[src/rtl/stt_pkg.sv]
// Shared types, codes and constants of the software timer table.
package stt_pkg;

   localparam int DEFAULT_TIMER_SLOTS = 16;
   localparam int MAX_RESULTS         = 16;
   localparam int ID_W                = 32;
   localparam int SPAN_W              = 32;
   localparam int TIME_W              = 48;

   localparam logic [1:0] OP_CREATE  = 2'd0;
   localparam logic [1:0] OP_DESTROY = 2'd1;
   localparam logic [1:0] OP_TICK    = 2'd2;

   localparam logic [1:0] KIND_CREATED = 2'd0;
   localparam logic [1:0] KIND_FIRED   = 2'd1;
   localparam logic [1:0] KIND_FULL    = 2'd2;

   typedef struct packed {
      logic [1:0]        opcode;
      logic [SPAN_W-1:0] span_ticks;
      logic              one_shot;
      logic [ID_W-1:0]   target_id;
   } stt_req_type;

   typedef struct packed {
      logic [1:0]      kind;
      logic [ID_W-1:0] timer_id;
      logic            last_of_run;
   } stt_rsp_type;

   // one table entry as stored in the slot memory
   typedef struct packed {
      logic [ID_W-1:0]   id;
      logic [SPAN_W-1:0] span;
      logic [TIME_W-1:0] last_fired;
      logic              one_shot;
   } stt_slot_type;

endpackage

[src/rtl/stt_ram.sv]
// Generic single-write, single-read RAM with registered read data.
module stt_ram #(
   parameter int WIDTH = 8,
   parameter int DEPTH = 16,
   localparam int AW = $clog2(DEPTH)
) (
   input  logic             clock,
   input  logic             wr_en,
   input  logic [AW-1:0]    wr_addr,
   input  logic [WIDTH-1:0] wr_data,
   input  logic             rd_en,
   input  logic [AW-1:0]    rd_addr,
   output logic [WIDTH-1:0] rd_data
);

   logic [WIDTH-1:0] mem [DEPTH];
   logic [WIDTH-1:0] rd_data_ff;

   always_ff @(posedge clock) begin
      if (wr_en) begin
         mem[wr_addr] <= wr_data;
      end
      if (rd_en) begin
         rd_data_ff <= mem[rd_addr];
      end
   end

   assign rd_data = rd_data_ff;

endmodule

[src/rtl/software_timer_table_core.sv]
// One item at a time; the walk over the slot memory, one slot per cycle, sets the rate.
// Result stalls pause the walk; a tick buffers one fired word to mark the last of its run.
// Reset (synchronous) clears all slot valid bits, the id counter and the time counter.
// Slot memory contents are not cleared; entries are only read behind a set valid bit.
module software_timer_table_core #(
   parameter int TIMER_SLOTS = stt_pkg::DEFAULT_TIMER_SLOTS
) (
   input  logic                clock,
   input  logic                reset,
   input  logic                req_valid,
   output logic                req_stall,
   input  stt_pkg::stt_req_type req_data,
   output logic                rsp_valid,
   input  logic                rsp_stall,
   output stt_pkg::stt_rsp_type rsp_data
);

   localparam int IDX_W  = $clog2(TIMER_SLOTS);
   localparam int CNT_W  = $clog2(stt_pkg::MAX_RESULTS + 1);
   localparam int SLOT_W = $bits(stt_pkg::stt_slot_type);
   localparam logic [IDX_W-1:0] LAST_IDX = IDX_W'(TIMER_SLOTS - 1);

   typedef enum logic [1:0] {ST_IDLE, ST_CREATE, ST_WALK, ST_FLUSH} state_type;

   state_type                        state_ff, state_in;
   stt_pkg::stt_req_type             item_ff, item_in;
   logic [IDX_W-1:0]                 idx_ff, idx_in;
   logic                             more_ff, more_in;
   logic                             ev_vld_ff, ev_vld_in;
   logic [IDX_W-1:0]                 ev_idx_ff, ev_idx_in;
   logic [TIMER_SLOTS-1:0]           valid_ff, valid_in;
   logic [stt_pkg::ID_W-1:0]         id_ctr_ff, id_ctr_in;
   logic [stt_pkg::TIME_W-1:0]       time_ff, time_in;
   logic                             pend_vld_ff, pend_vld_in;
   logic [stt_pkg::ID_W-1:0]         pend_id_ff, pend_id_in;
   logic [CNT_W-1:0]                 rpt_cnt_ff, rpt_cnt_in;
   logic                             rsp_vld_ff, rsp_vld_in;
   stt_pkg::stt_rsp_type             rsp_ff, rsp_in;

   logic                             ram_we, ram_re;
   logic [IDX_W-1:0]                 ram_waddr, ram_raddr;
   stt_pkg::stt_slot_type            ram_wdata, ram_rdata;

   logic                             acc, rsp_free, ev_live, hit, fire, report, go;
   logic                             is_tick;
   logic [stt_pkg::TIME_W:0]         due;

   stt_ram #(
      .WIDTH(SLOT_W),
      .DEPTH(TIMER_SLOTS)
   ) u_slots (
      .clock  (clock),
      .wr_en  (ram_we),
      .wr_addr(ram_waddr),
      .wr_data(ram_wdata),
      .rd_en  (ram_re),
      .rd_addr(ram_raddr),
      .rd_data(ram_rdata)
   );

   assign req_stall = (state_ff != ST_IDLE);
   assign acc       = req_valid && !req_stall;
   assign rsp_free  = !rsp_vld_ff || !rsp_stall;
   assign rsp_valid = rsp_vld_ff;
   assign rsp_data  = rsp_ff;

   // slot under evaluation; its data comes from the registered read that took it up
   assign is_tick = (item_ff.opcode == stt_pkg::OP_TICK);
   assign ev_live = ev_vld_ff && valid_ff[ev_idx_ff];
   assign hit     = ev_live && (ram_rdata.id == item_ff.target_id);
   assign due     = {1'b0, ram_rdata.last_fired}
                  + {{(stt_pkg::TIME_W + 1 - stt_pkg::SPAN_W){1'b0}}, ram_rdata.span};
   assign fire    = ev_live && (due < {1'b0, time_ff});
   assign report  = fire && (rpt_cnt_ff < CNT_W'(stt_pkg::MAX_RESULTS));
   // a second report needs the buffered one moved out first
   assign go      = !(is_tick && report && pend_vld_ff && !rsp_free);

   always_comb begin
      state_in    = state_ff;
      item_in     = item_ff;
      idx_in      = idx_ff;
      more_in     = more_ff;
      ev_vld_in   = ev_vld_ff;
      ev_idx_in   = ev_idx_ff;
      valid_in    = valid_ff;
      id_ctr_in   = id_ctr_ff;
      time_in     = time_ff;
      pend_vld_in = pend_vld_ff;
      pend_id_in  = pend_id_ff;
      rpt_cnt_in  = rpt_cnt_ff;
      rsp_vld_in  = rsp_vld_ff && rsp_stall;
      rsp_in      = rsp_ff;
      ram_we      = 1'b0;
      ram_re      = 1'b0;
      ram_waddr   = ev_idx_ff;
      ram_raddr   = idx_ff;
      ram_wdata   = ram_rdata;

      case (state_ff)
         ST_IDLE: begin
            if (acc) begin
               item_in    = req_data;
               idx_in     = '0;
               more_in    = 1'b1;
               ev_vld_in  = 1'b0;
               rpt_cnt_in = '0;
               case (req_data.opcode)
                  stt_pkg::OP_CREATE: begin
                     state_in = ST_CREATE;
                  end
                  stt_pkg::OP_DESTROY: begin
                     state_in = ST_WALK;
                  end
                  stt_pkg::OP_TICK: begin
                     if (time_ff != '1) begin
                        time_in = time_ff + 1'b1;
                     end
                     state_in = ST_WALK;
                  end
                  default: begin
                     state_in = ST_IDLE;
                  end
               endcase
            end
         end

         ST_CREATE: begin
            if (rsp_free) begin
               if (!valid_ff[idx_ff]) begin
                  ram_we               = 1'b1;
                  ram_waddr            = idx_ff;
                  ram_wdata.id         = id_ctr_ff + 1'b1;
                  ram_wdata.span       = item_ff.span_ticks;
                  ram_wdata.last_fired = time_ff;
                  ram_wdata.one_shot   = item_ff.one_shot;
                  valid_in[idx_ff]     = 1'b1;
                  id_ctr_in            = id_ctr_ff + 1'b1;
                  rsp_vld_in           = 1'b1;
                  rsp_in.kind          = stt_pkg::KIND_CREATED;
                  rsp_in.timer_id      = id_ctr_ff + 1'b1;
                  rsp_in.last_of_run   = 1'b1;
                  state_in             = ST_IDLE;
               end else if (idx_ff == LAST_IDX) begin
                  rsp_vld_in         = 1'b1;
                  rsp_in.kind        = stt_pkg::KIND_FULL;
                  rsp_in.timer_id    = '0;
                  rsp_in.last_of_run = 1'b1;
                  state_in           = ST_IDLE;
               end else begin
                  idx_in = IDX_W'(idx_ff + 1'b1);
               end
            end
         end

         ST_WALK: begin
            if (!more_ff && !ev_vld_ff) begin
               state_in = is_tick ? ST_FLUSH : ST_IDLE;
            end else if (go) begin
               if (more_ff) begin
                  ram_re    = 1'b1;
                  ev_vld_in = 1'b1;
                  ev_idx_in = idx_ff;
                  if (idx_ff == LAST_IDX) begin
                     more_in = 1'b0;
                  end else begin
                     idx_in = IDX_W'(idx_ff + 1'b1);
                  end
               end else begin
                  ev_vld_in = 1'b0;
               end

               if (!is_tick) begin
                  if (hit) begin
                     valid_in[ev_idx_ff] = 1'b0;
                     ev_vld_in           = 1'b0;
                     state_in            = ST_IDLE;
                  end
               end else if (fire) begin
                  if (ram_rdata.one_shot) begin
                     valid_in[ev_idx_ff] = 1'b0;
                  end else begin
                     ram_we               = 1'b1;
                     ram_waddr            = ev_idx_ff;
                     ram_wdata.last_fired = time_ff;
                  end
                  if (report) begin
                     rpt_cnt_in  = rpt_cnt_ff + 1'b1;
                     pend_vld_in = 1'b1;
                     pend_id_in  = ram_rdata.id;
                     if (pend_vld_ff) begin
                        rsp_vld_in         = 1'b1;
                        rsp_in.kind        = stt_pkg::KIND_FIRED;
                        rsp_in.timer_id    = pend_id_ff;
                        rsp_in.last_of_run = 1'b0;
                     end
                  end
               end
            end
         end

         ST_FLUSH: begin
            if (!pend_vld_ff) begin
               state_in = ST_IDLE;
            end else if (rsp_free) begin
               rsp_vld_in         = 1'b1;
               rsp_in.kind        = stt_pkg::KIND_FIRED;
               rsp_in.timer_id    = pend_id_ff;
               rsp_in.last_of_run = 1'b1;
               pend_vld_in        = 1'b0;
               state_in           = ST_IDLE;
            end
         end

         default: begin
            state_in = ST_IDLE;
         end
      endcase
   end

   always_ff @(posedge clock) begin
      if (reset) begin
         state_ff    <= ST_IDLE;
         more_ff     <= 1'b0;
         ev_vld_ff   <= 1'b0;
         valid_ff    <= '0;
         id_ctr_ff   <= '0;
         time_ff     <= '0;
         pend_vld_ff <= 1'b0;
         rpt_cnt_ff  <= '0;
         rsp_vld_ff  <= 1'b0;
      end else begin
         state_ff    <= state_in;
         more_ff     <= more_in;
         ev_vld_ff   <= ev_vld_in;
         valid_ff    <= valid_in;
         id_ctr_ff   <= id_ctr_in;
         time_ff     <= time_in;
         pend_vld_ff <= pend_vld_in;
         rpt_cnt_ff  <= rpt_cnt_in;
         rsp_vld_ff  <= rsp_vld_in;
      end
      item_ff    <= item_in;
      idx_ff     <= idx_in;
      ev_idx_ff  <= ev_idx_in;
      pend_id_ff <= pend_id_in;
      rsp_ff     <= rsp_in;
   end

   a_rpt_cap: assert property (@(posedge clock) disable iff (reset)
      rpt_cnt_ff <= CNT_W'(stt_pkg::MAX_RESULTS))
      else $error("fired word count past limit");

   a_time_mono: assert property (@(posedge clock) disable iff (reset)
      !$past(reset) |-> time_ff >= $past(time_ff))
      else $error("time counter went backward");

   a_pend_scope: assert property (@(posedge clock) disable iff (reset)
      pend_vld_ff |-> (state_ff == ST_WALK || state_ff == ST_FLUSH))
      else $error("buffered fired word left outside a tick");

   a_ram_same_addr: assert property (@(posedge clock) disable iff (reset)
      (ram_we && ram_re) |-> (ram_waddr != ram_raddr))
      else $error("slot read and write collide on one entry");

   a_single_last: assert property (@(posedge clock) disable iff (reset)
      (rsp_valid && rsp_data.kind != stt_pkg::KIND_FIRED) |-> rsp_data.last_of_run)
      else $error("create word not marked last");

endmodule
[config.mk]
export PLATFORM = sky130hd
export DESIGN_NAME = software_timer_table_core
export DESIGN_NICKNAME = d
export VERILOG_FILES = /design/src/rtl/stt_pkg.sv /design/src/rtl/stt_ram.sv /design/src/rtl/software_timer_table_core.sv
export SDC_FILE = /design/constraint.sdc
export NUM_CORES = 2
export LEC_CHECK = 0
export ABC_CLOCK_PERIOD_IN_PS = 15790
export BUFFER_PORTS_ARGS = -buffer_cell sky130_fd_sc_hd__buf_2
export CAP_MARGIN = 40
export CELL_PAD_IN_SITES_DETAIL_PLACEMENT = 0
export CELL_PAD_IN_SITES_GLOBAL_PLACEMENT = 1
export CORE_ASPECT_RATIO = 0.9
export CORE_MARGIN = 8
export CORE_UTILIZATION = 40
export CTS_CLUSTER_DIAMETER = 100
export DETAILED_ROUTE_END_ITERATION = 12
export PLACE_DENSITY = 0.64
export SYNTH_ARGS = -nofsm -noshare
export SYNTH_HDL_FRONTEND = slang
export SYNTH_SLANG_ARGS = --single-unit
[constraint.sdc]
create_clock -name clock -period 15.79 [get_ports clock]
set_input_delay 0.7895 -clock clock [delete_from_list [all_inputs] [get_ports clock]]
set_output_delay 0.7895 -clock clock [all_outputs]
set_load 0.02 [all_outputs]
Yosys cells after proc, flatten, opt, wreduce, memory -nomap -nowiden
Memories as Yosys holds them, arrays and structs flattened. A register that Yosys moved wholly into a read port is not among the register bits.
Cells that the tools add are included.
- $add $sub $neg: 5
- multipliers: 0
- divide/modulo/power cells: 0
- magnitude comparators: 6
- equality and inequality tests: 30
- shifts and indexed selects: 0
- multiplexer cells: 116
- bitwise logic cells: 6
- reduce and logical (&&, ||, !) cells: 40
- operators with widths (cell ; count):
    35-bit two-way mux ; 11
    48-bit two-way mux ; 5
    113-bit two-way mux ; 2
    16-bit two-way mux ; 8
    35-bit one-hot mux with 3 select lines ; 1
    48-bit one-hot mux with 2 select lines ; 1
    64-bit two-way mux ; 1
    48-bit by 32-bit adder with 49-bit output ; 1
    49-bit by 48-bit less-than comparator with 1-bit output ; 1
    48-bit by 1-bit adder with 48-bit output (second input constant) ; 1
    48-bit != test (second input constant) ; 1
    1-bit two-way mux ; 46
    4-bit two-way mux ; 10
    32-bit by 1-bit adder with 32-bit output (second input constant) ; 1
    32-bit == test ; 1
    16-bit one-hot mux with 2 select lines ; 1
    5-bit two-way mux ; 6
    2-bit != test (second input constant) ; 13
    2-bit two-way mux ; 11
    3-bit != test (second input constant) ; 7
    7-bit AND reduction ; 3
    16-bit AND ; 1
    16-bit inverter ; 1
    16-bit bitwise OR ; 1
    other kinds (31) ; 68
- bits in registers: 249
- latch bits: 0
- RAM bits: 1808
- ROM bits: 0
- input port bits: 71
- output and inout bits: 37
- word-level logic and storage cells: 223
- memories: 1
- memory list (name ; words ; bits a word ; rd ports ; clocked after Yosys merged registers in ; wr ports ; RTL line ; text):
    u_slots.mem ; 16 ; 113 ; 1 ; 1 ; 1 ; stt_ram.sv:16 ; logic [WIDTH-1:0] mem [DEPTH];

Logic depth before layout (Yosys ltp)
- depth after elaboration: 13
- mapped depth: 23
- gate-level depth less buffers: 21

Hierarchy
A second synthesis with hierarchy kept.
- cells, all modules: 4526
- area total of the unflattened synthesis: 85993.7 um2
- modules (own cells, without submodules) (module ; times used ; cells an instance ; area each (um2) ; seq. area each (um2)):
    stt_ram ; 1 ; 2890 ; 70915.5 ; 57685.3
    software_timer_table_core ; 1 ; 1636 ; 15078.2 ; 6406.1

Worst setup path before layout
Ideal clock, no wire load.
- path kind: register to register
- start: reg u_slots.rd_data_ff[1], in the netlist u_slots.rd_data[1], read port of u_slots.mem
- end: mem u_slots.mem[13][0] (netlist name) (enable)
- library setup time: 901 ps
- data arrival time: 16145 ps
- required time: 14889 ps
- path slack: -1256 ps
- stages on the path, launching flop included: 22
- path buffers: 0
- clock period less this slack: 17046 ps
- cells stage by stage: edfxtp_1 ha_1 fa_1 a211oi_1 o21a_1 a211o_1 a211o_1 a21oi_1 nand2_1 and2_1 o311ai_0 xor2_1 ha_1 nand4_1 nor2_1 a221oi_1 o21ai_0 o31ai_1 a21oi_1 or2_1 o31a_1 nor4b_1
- longest elaborated chain between the ends: 12
- elaborated cells between the ends (all ways): 14
- classes of those cells: add/sub (1); order compare (1); mux (7); reduce/logical (5)
- RTL lines (item ; RTL line ; text):
    start, declared ; stt_ram.sv:17 ; logic [WIDTH-1:0] rd_data_ff;
    48-bit by 32-bit adder with 49-bit output * ; software_timer_table_core.sv:72 ; + {{(stt_pkg::TIME_W + 1 - stt_pkg::SPAN_W){1'b0}}, ram_rdata.span};
    49-bit by 48-bit less-than comparator with 1-bit output * ; software_timer_table_core.sv:73 ; assign fire = ev_live && (due < {1'b0, time_ff});
    1-bit logical AND * ; software_timer_table_core.sv:73 ;
    1-bit logical AND ; software_timer_table_core.sv:74 ; assign report = fire && (rpt_cnt_ff < CNT_W'(stt_pkg::MAX_RESULTS));
    1-bit logical AND (3 in series) ; software_timer_table_core.sv:76 ; assign go = !(is_tick && report && pend_vld_ff && !rsp_free);
    1-bit two-way mux * ; software_timer_table_core.sv:158 ; end else if (go) begin
    1-bit two-way mux * ; software_timer_table_core.sv:156 ; if (!more_ff && !ev_vld_ff) begin
    1-bit one-hot mux with 2 select lines * ; software_timer_table_core.sv:99 ; case (state_ff)
    1-bit two-way mux * ; stt_ram.sv:20 ; if (wr_en) begin
    1-bit two-way mux (implied by the code) * ; stt_ram.sv:21 ; mem[wr_addr] <= wr_data;
    end, declared ; stt_ram.sv:16 ;
Mark *: on every way between the ends. The rest lies on a longest branch, timed or not.

Final worst setup path
- start: reg u_slots.rd_data_ff[2], in the netlist u_slots.rd_data[2], read port of u_slots.mem
- end: mem u_slots.mem[13][87] (netlist name) (enable)
The elaborated chain is that of the path after synthesis.

==> out/qor.yml <==
power_density_nw_per_um2: 132.6
dp_hpwl_um: 121000
clock_tree_root_buffer_cell: "clkbuf_16"
antenna_found_initial: 8
groute.usage.overall: 0.1815
tns_ns: 0
final_net_count: 4727
globalplace.congestion: 0.7915
setup_viol: 0
cp_cell_sequence: "ha_1 > a211oi_1 > o211ai_1 > nand3_1 > o311ai_1 > a211oi_1 > o31ai_1 > nand4_1 > nor4_1 > xor2_1 > ha_1 > a211oi_2 > or3b_1 > or2_1 > o31a_1 > nor4b_2 > buf_4 > buf_4 > buf_4"
worstSkewPairLatency_ns: 0.84
num_rows: 161
timing.max_cap.violations: 0
timing.final.crit_period_ns: 8.699
cts_num_sinks: 2170
slew_viol_final: 0
dr_total_vias: 42830
critical-path-max-stage-delay_ns: 0.79
numPortBuffers: 107
dp_slack_ns: 6.849
tritoncts: "yes"
syn-cell-area_um2: 86310
reg2reg_setup_slack_ns: 7.09
tightestPinTransition_ns: 1.133
design.portCount: 108
ys_types: 77
post-route-period-util: 0.5509
residual_overflow_from_global_routing: 0
synth.yosys.seq_area_share: 0.7426
critical_path.startpoint_type: "flip-flop"
grt_max_degree: 114
ctsHtreeMaxLevel: 4
cts_buffer_depth: 3
synthCells: 4303
synth_register_bits: 2170
vias_per_cell: 5.642
synth_ff_type: "edfxtp_1"
drt_pre_antenna_iters: 5
synthDominantAreaCellType: "edfxtp_1"
die_width_um: 505.6
p_leak_nw: 30.66
synth_top_area_share: 0.7178
post_synth_main_area_contributors: "edfxtp_1, mux4_2, dfxtp_1"
first_iter_violations: 4607
postSynthAreaPerCell_um2: 20.06
timing.final.hold_violations: 0
worst-path-max-fanout: 42
crit_type: "flip-flop to flip-flop"
outcome: "complete, no violations"
ys_async_sr_fraction: 0
unrepaired_setup_endpoints_after_global_routing: "false"
achievable-frequency_mhz: 115.0
wl_per_cell_um: 28.09
post-cts-setup-buffers: 0
startpoint: "u_slots.rd_data[2]$_DFFE_PP_"
final_core_util: 0.4573
max_slew_margin: 0.2449
ys.warnings.count: 0
cts_hold_buffers: 0
first_global_vias: 43640
drive_above_1_share: 0.2409
design.core.area_um2: 214100
area.growth.synth_to_final_pct: 13.46
antenna_violating_nets_post_route: 0
timing.critical_path.mode_cell: "buf_4"
post-route-worst-setup-slack_ns: 7.091
tritoncts.num_buffers: 204
timing.hold.worst.start: "req_data[14]"
synth.net_count: 4470
wire_length_of_the_first_global_routing_pass_um: 310400
post-route-drc-count: 0
clock_skew_ns: 0.04871
die-height_um: 456.7
worst-endpoint-required_ns: 16.25
hp-class: "input pin to flip-flop"
die_area_um2: 230900
initial_core_util: 0.4031
critical_path.slowest_cell: "buf_4"
timing.rr.start: "u_slots.rd_data[2]$_DFFE_PP_"
crit_path_end_kind: "flip-flop"
ir_worst_vdd_v: 0.00009627
synth_edf_count: 2063
routed_wl_um: 213300
cts.clk_slew.worst_paths_ns: 0.06
crit_arrival_ns: 9.16
ctsResizeCount: 0
-- synthesized netlist by cell type, types with 14 or more instances --
cell type,instances
nand2_1,259
buf_1,50
a21oi_1,81
a311oi_1,15
nor4_1,18
xnor2_1,93
clkbuf_1,130
xor2_1,74
and3_1,25
mux4_2,572
nor3_1,36
nand3_1,60
edfxtp_1,2063
a21o_1,17
dfxtp_1,107
nor2_1,146
and2_1,14
inv_1,74
o21ai_0,89
a22o_1,51
a31oi_1,19
or3_1,18
ha_1,95
nand4_1,30
a211oi_1,15
-- report_power, final --
part	total [mW]	switching (mW)	internal, mW
Sequential	6.48	0.0302	6.45
Clock	4.91	2.14	2.76
Combinational	1.59	0.868	0.724
Total	13.0	3.04	9.94
-- stage by stage --
stage,power [mW],cell area [µm²],std cells,hold slack [ns]
after floorplan,7.713,86310,4303,0.4244
after global placement,8.183,90740,7183,0.4655
after detailed placement,8.229,91250,7205,0.4701
after CTS,13.12,97920,7588,0.05317
after global routing,13.43,97930,7590,0.06295
final,12.98,97930,7591,0.1187
-- area by class of cell --
type,instances,area [µm²]
fill,17980,116200
sequential,2170,64090
multi-input combinational,1862,21250
clock buffer,267,5431
tap,2852,3568
timing repair buffer,247,2059
clock inverter,116,1242
inverter,75,284.0
antenna,2,5.005
-- path summary, 6_finish.rpt --
check,end,cells after the start
worst max-delay path,u_slots.mem[13][87]$_DFFE_PP_,19
worst min-delay path,item_ff[14]$_DFFE_PP_,1
worst max register to register,u_slots.mem[13][87]$_DFFE_PP_,19
worst min register to register,id_ctr_ff[1]$_SDFFE_PP0P_,2
-- critical path: cells and delay by family, from the launching register on --
| kind | cells | cell delay (ns) |
|---|---|---|
| DFF | 1 | 0.46 |
| xor gates and xnor gates | 1 | 0.18 |
| adders and majority gates | 2 | 0.60 |
| AOI/OAI and AO/OA | 7 | 2.51 |
| and+or+nand+nor | 6 | 2.15 |
| buffers and inverters | 3 | 2.16 |
-- cells in the final DEF, fill, tap and decap left out, types with 15 or more instances in the layout --
| cell | count |
|---|---|
| edfxtp_1 | 2063 |
| mux4_2 | 572 |
| nand2_1 | 259 |
| clkbuf_16 | 204 |
| nor2_1 | 142 |
| buf_4 | 110 |
| dfxtp_1 | 107 |
| buf_2 | 107 |
| ha_1 | 95 |
| xnor2_1 | 93 |
| o21ai_0 | 88 |
| a21oi_1 | 80 |
| xor2_1 | 74 |
| inv_1 | 73 |
| nand3_1 | 60 |
| clkbuf_1 | 54 |
| a22o_1 | 51 |
| clkinv_1 | 48 |
| nand4_1 | 30 |
| nor3_1 | 26 |
| clkinv_2 | 26 |
| and3_1 | 24 |
| bufinv_16 | 20 |
| a31oi_1 | 19 |
| nor4_1 | 18 |
| or3_1 | 18 |
| a21o_1 | 17 |
| buf_12 | 17 |
| a211oi_1 | 15 |
| a311oi_1 | 15 |
-- flip-flops by register name (all words and copies together), names as in the netlist, 2 cells and up --
| name | flops |
|---|---|
| u_slots.mem | 1808 |
| u_slots.rd_data | 113 |
| item_ff | 67 |
| time_ff | 48 |
| rsp_data | 35 |
| id_ctr_ff | 32 |
| pend_id_ff | 32 |
| valid_ff | 16 |
| rpt_cnt_ff | 5 |
| ev_idx_ff | 4 |
| idx_ff | 4 |
| state_ff | 2 |
-- logic make-up (layout without fill, tap and decap cells) --
kind of cell / after synthesis / count (layout) / share of synthesized area
compound gates: 365 / 365 / 0.02865
xor+xnor: 167 / 167 / 0.01695
fa+ha+maj: 96 / 96 / 0.01400
buf+inv: 271 / 705 / 0.01255
flops: 2170 / 2170 / 0.7426
mux: 577 / 577 / 0.1498
other cells: 0 / 2 / 0
simple gates: 657 / 657 / 0.03544
-- metal layers --
layer	vias up	track usage	part of all wire
met5	-	0	0.000061
met4	2	0.04001	0.019
met3	249	0.03540	0.065
met2	1359	0.2877	0.47
met1	23000	0.2622	0.44
li1	18220	-	-
Note: power is estimated with default switching activity, not from simulation.
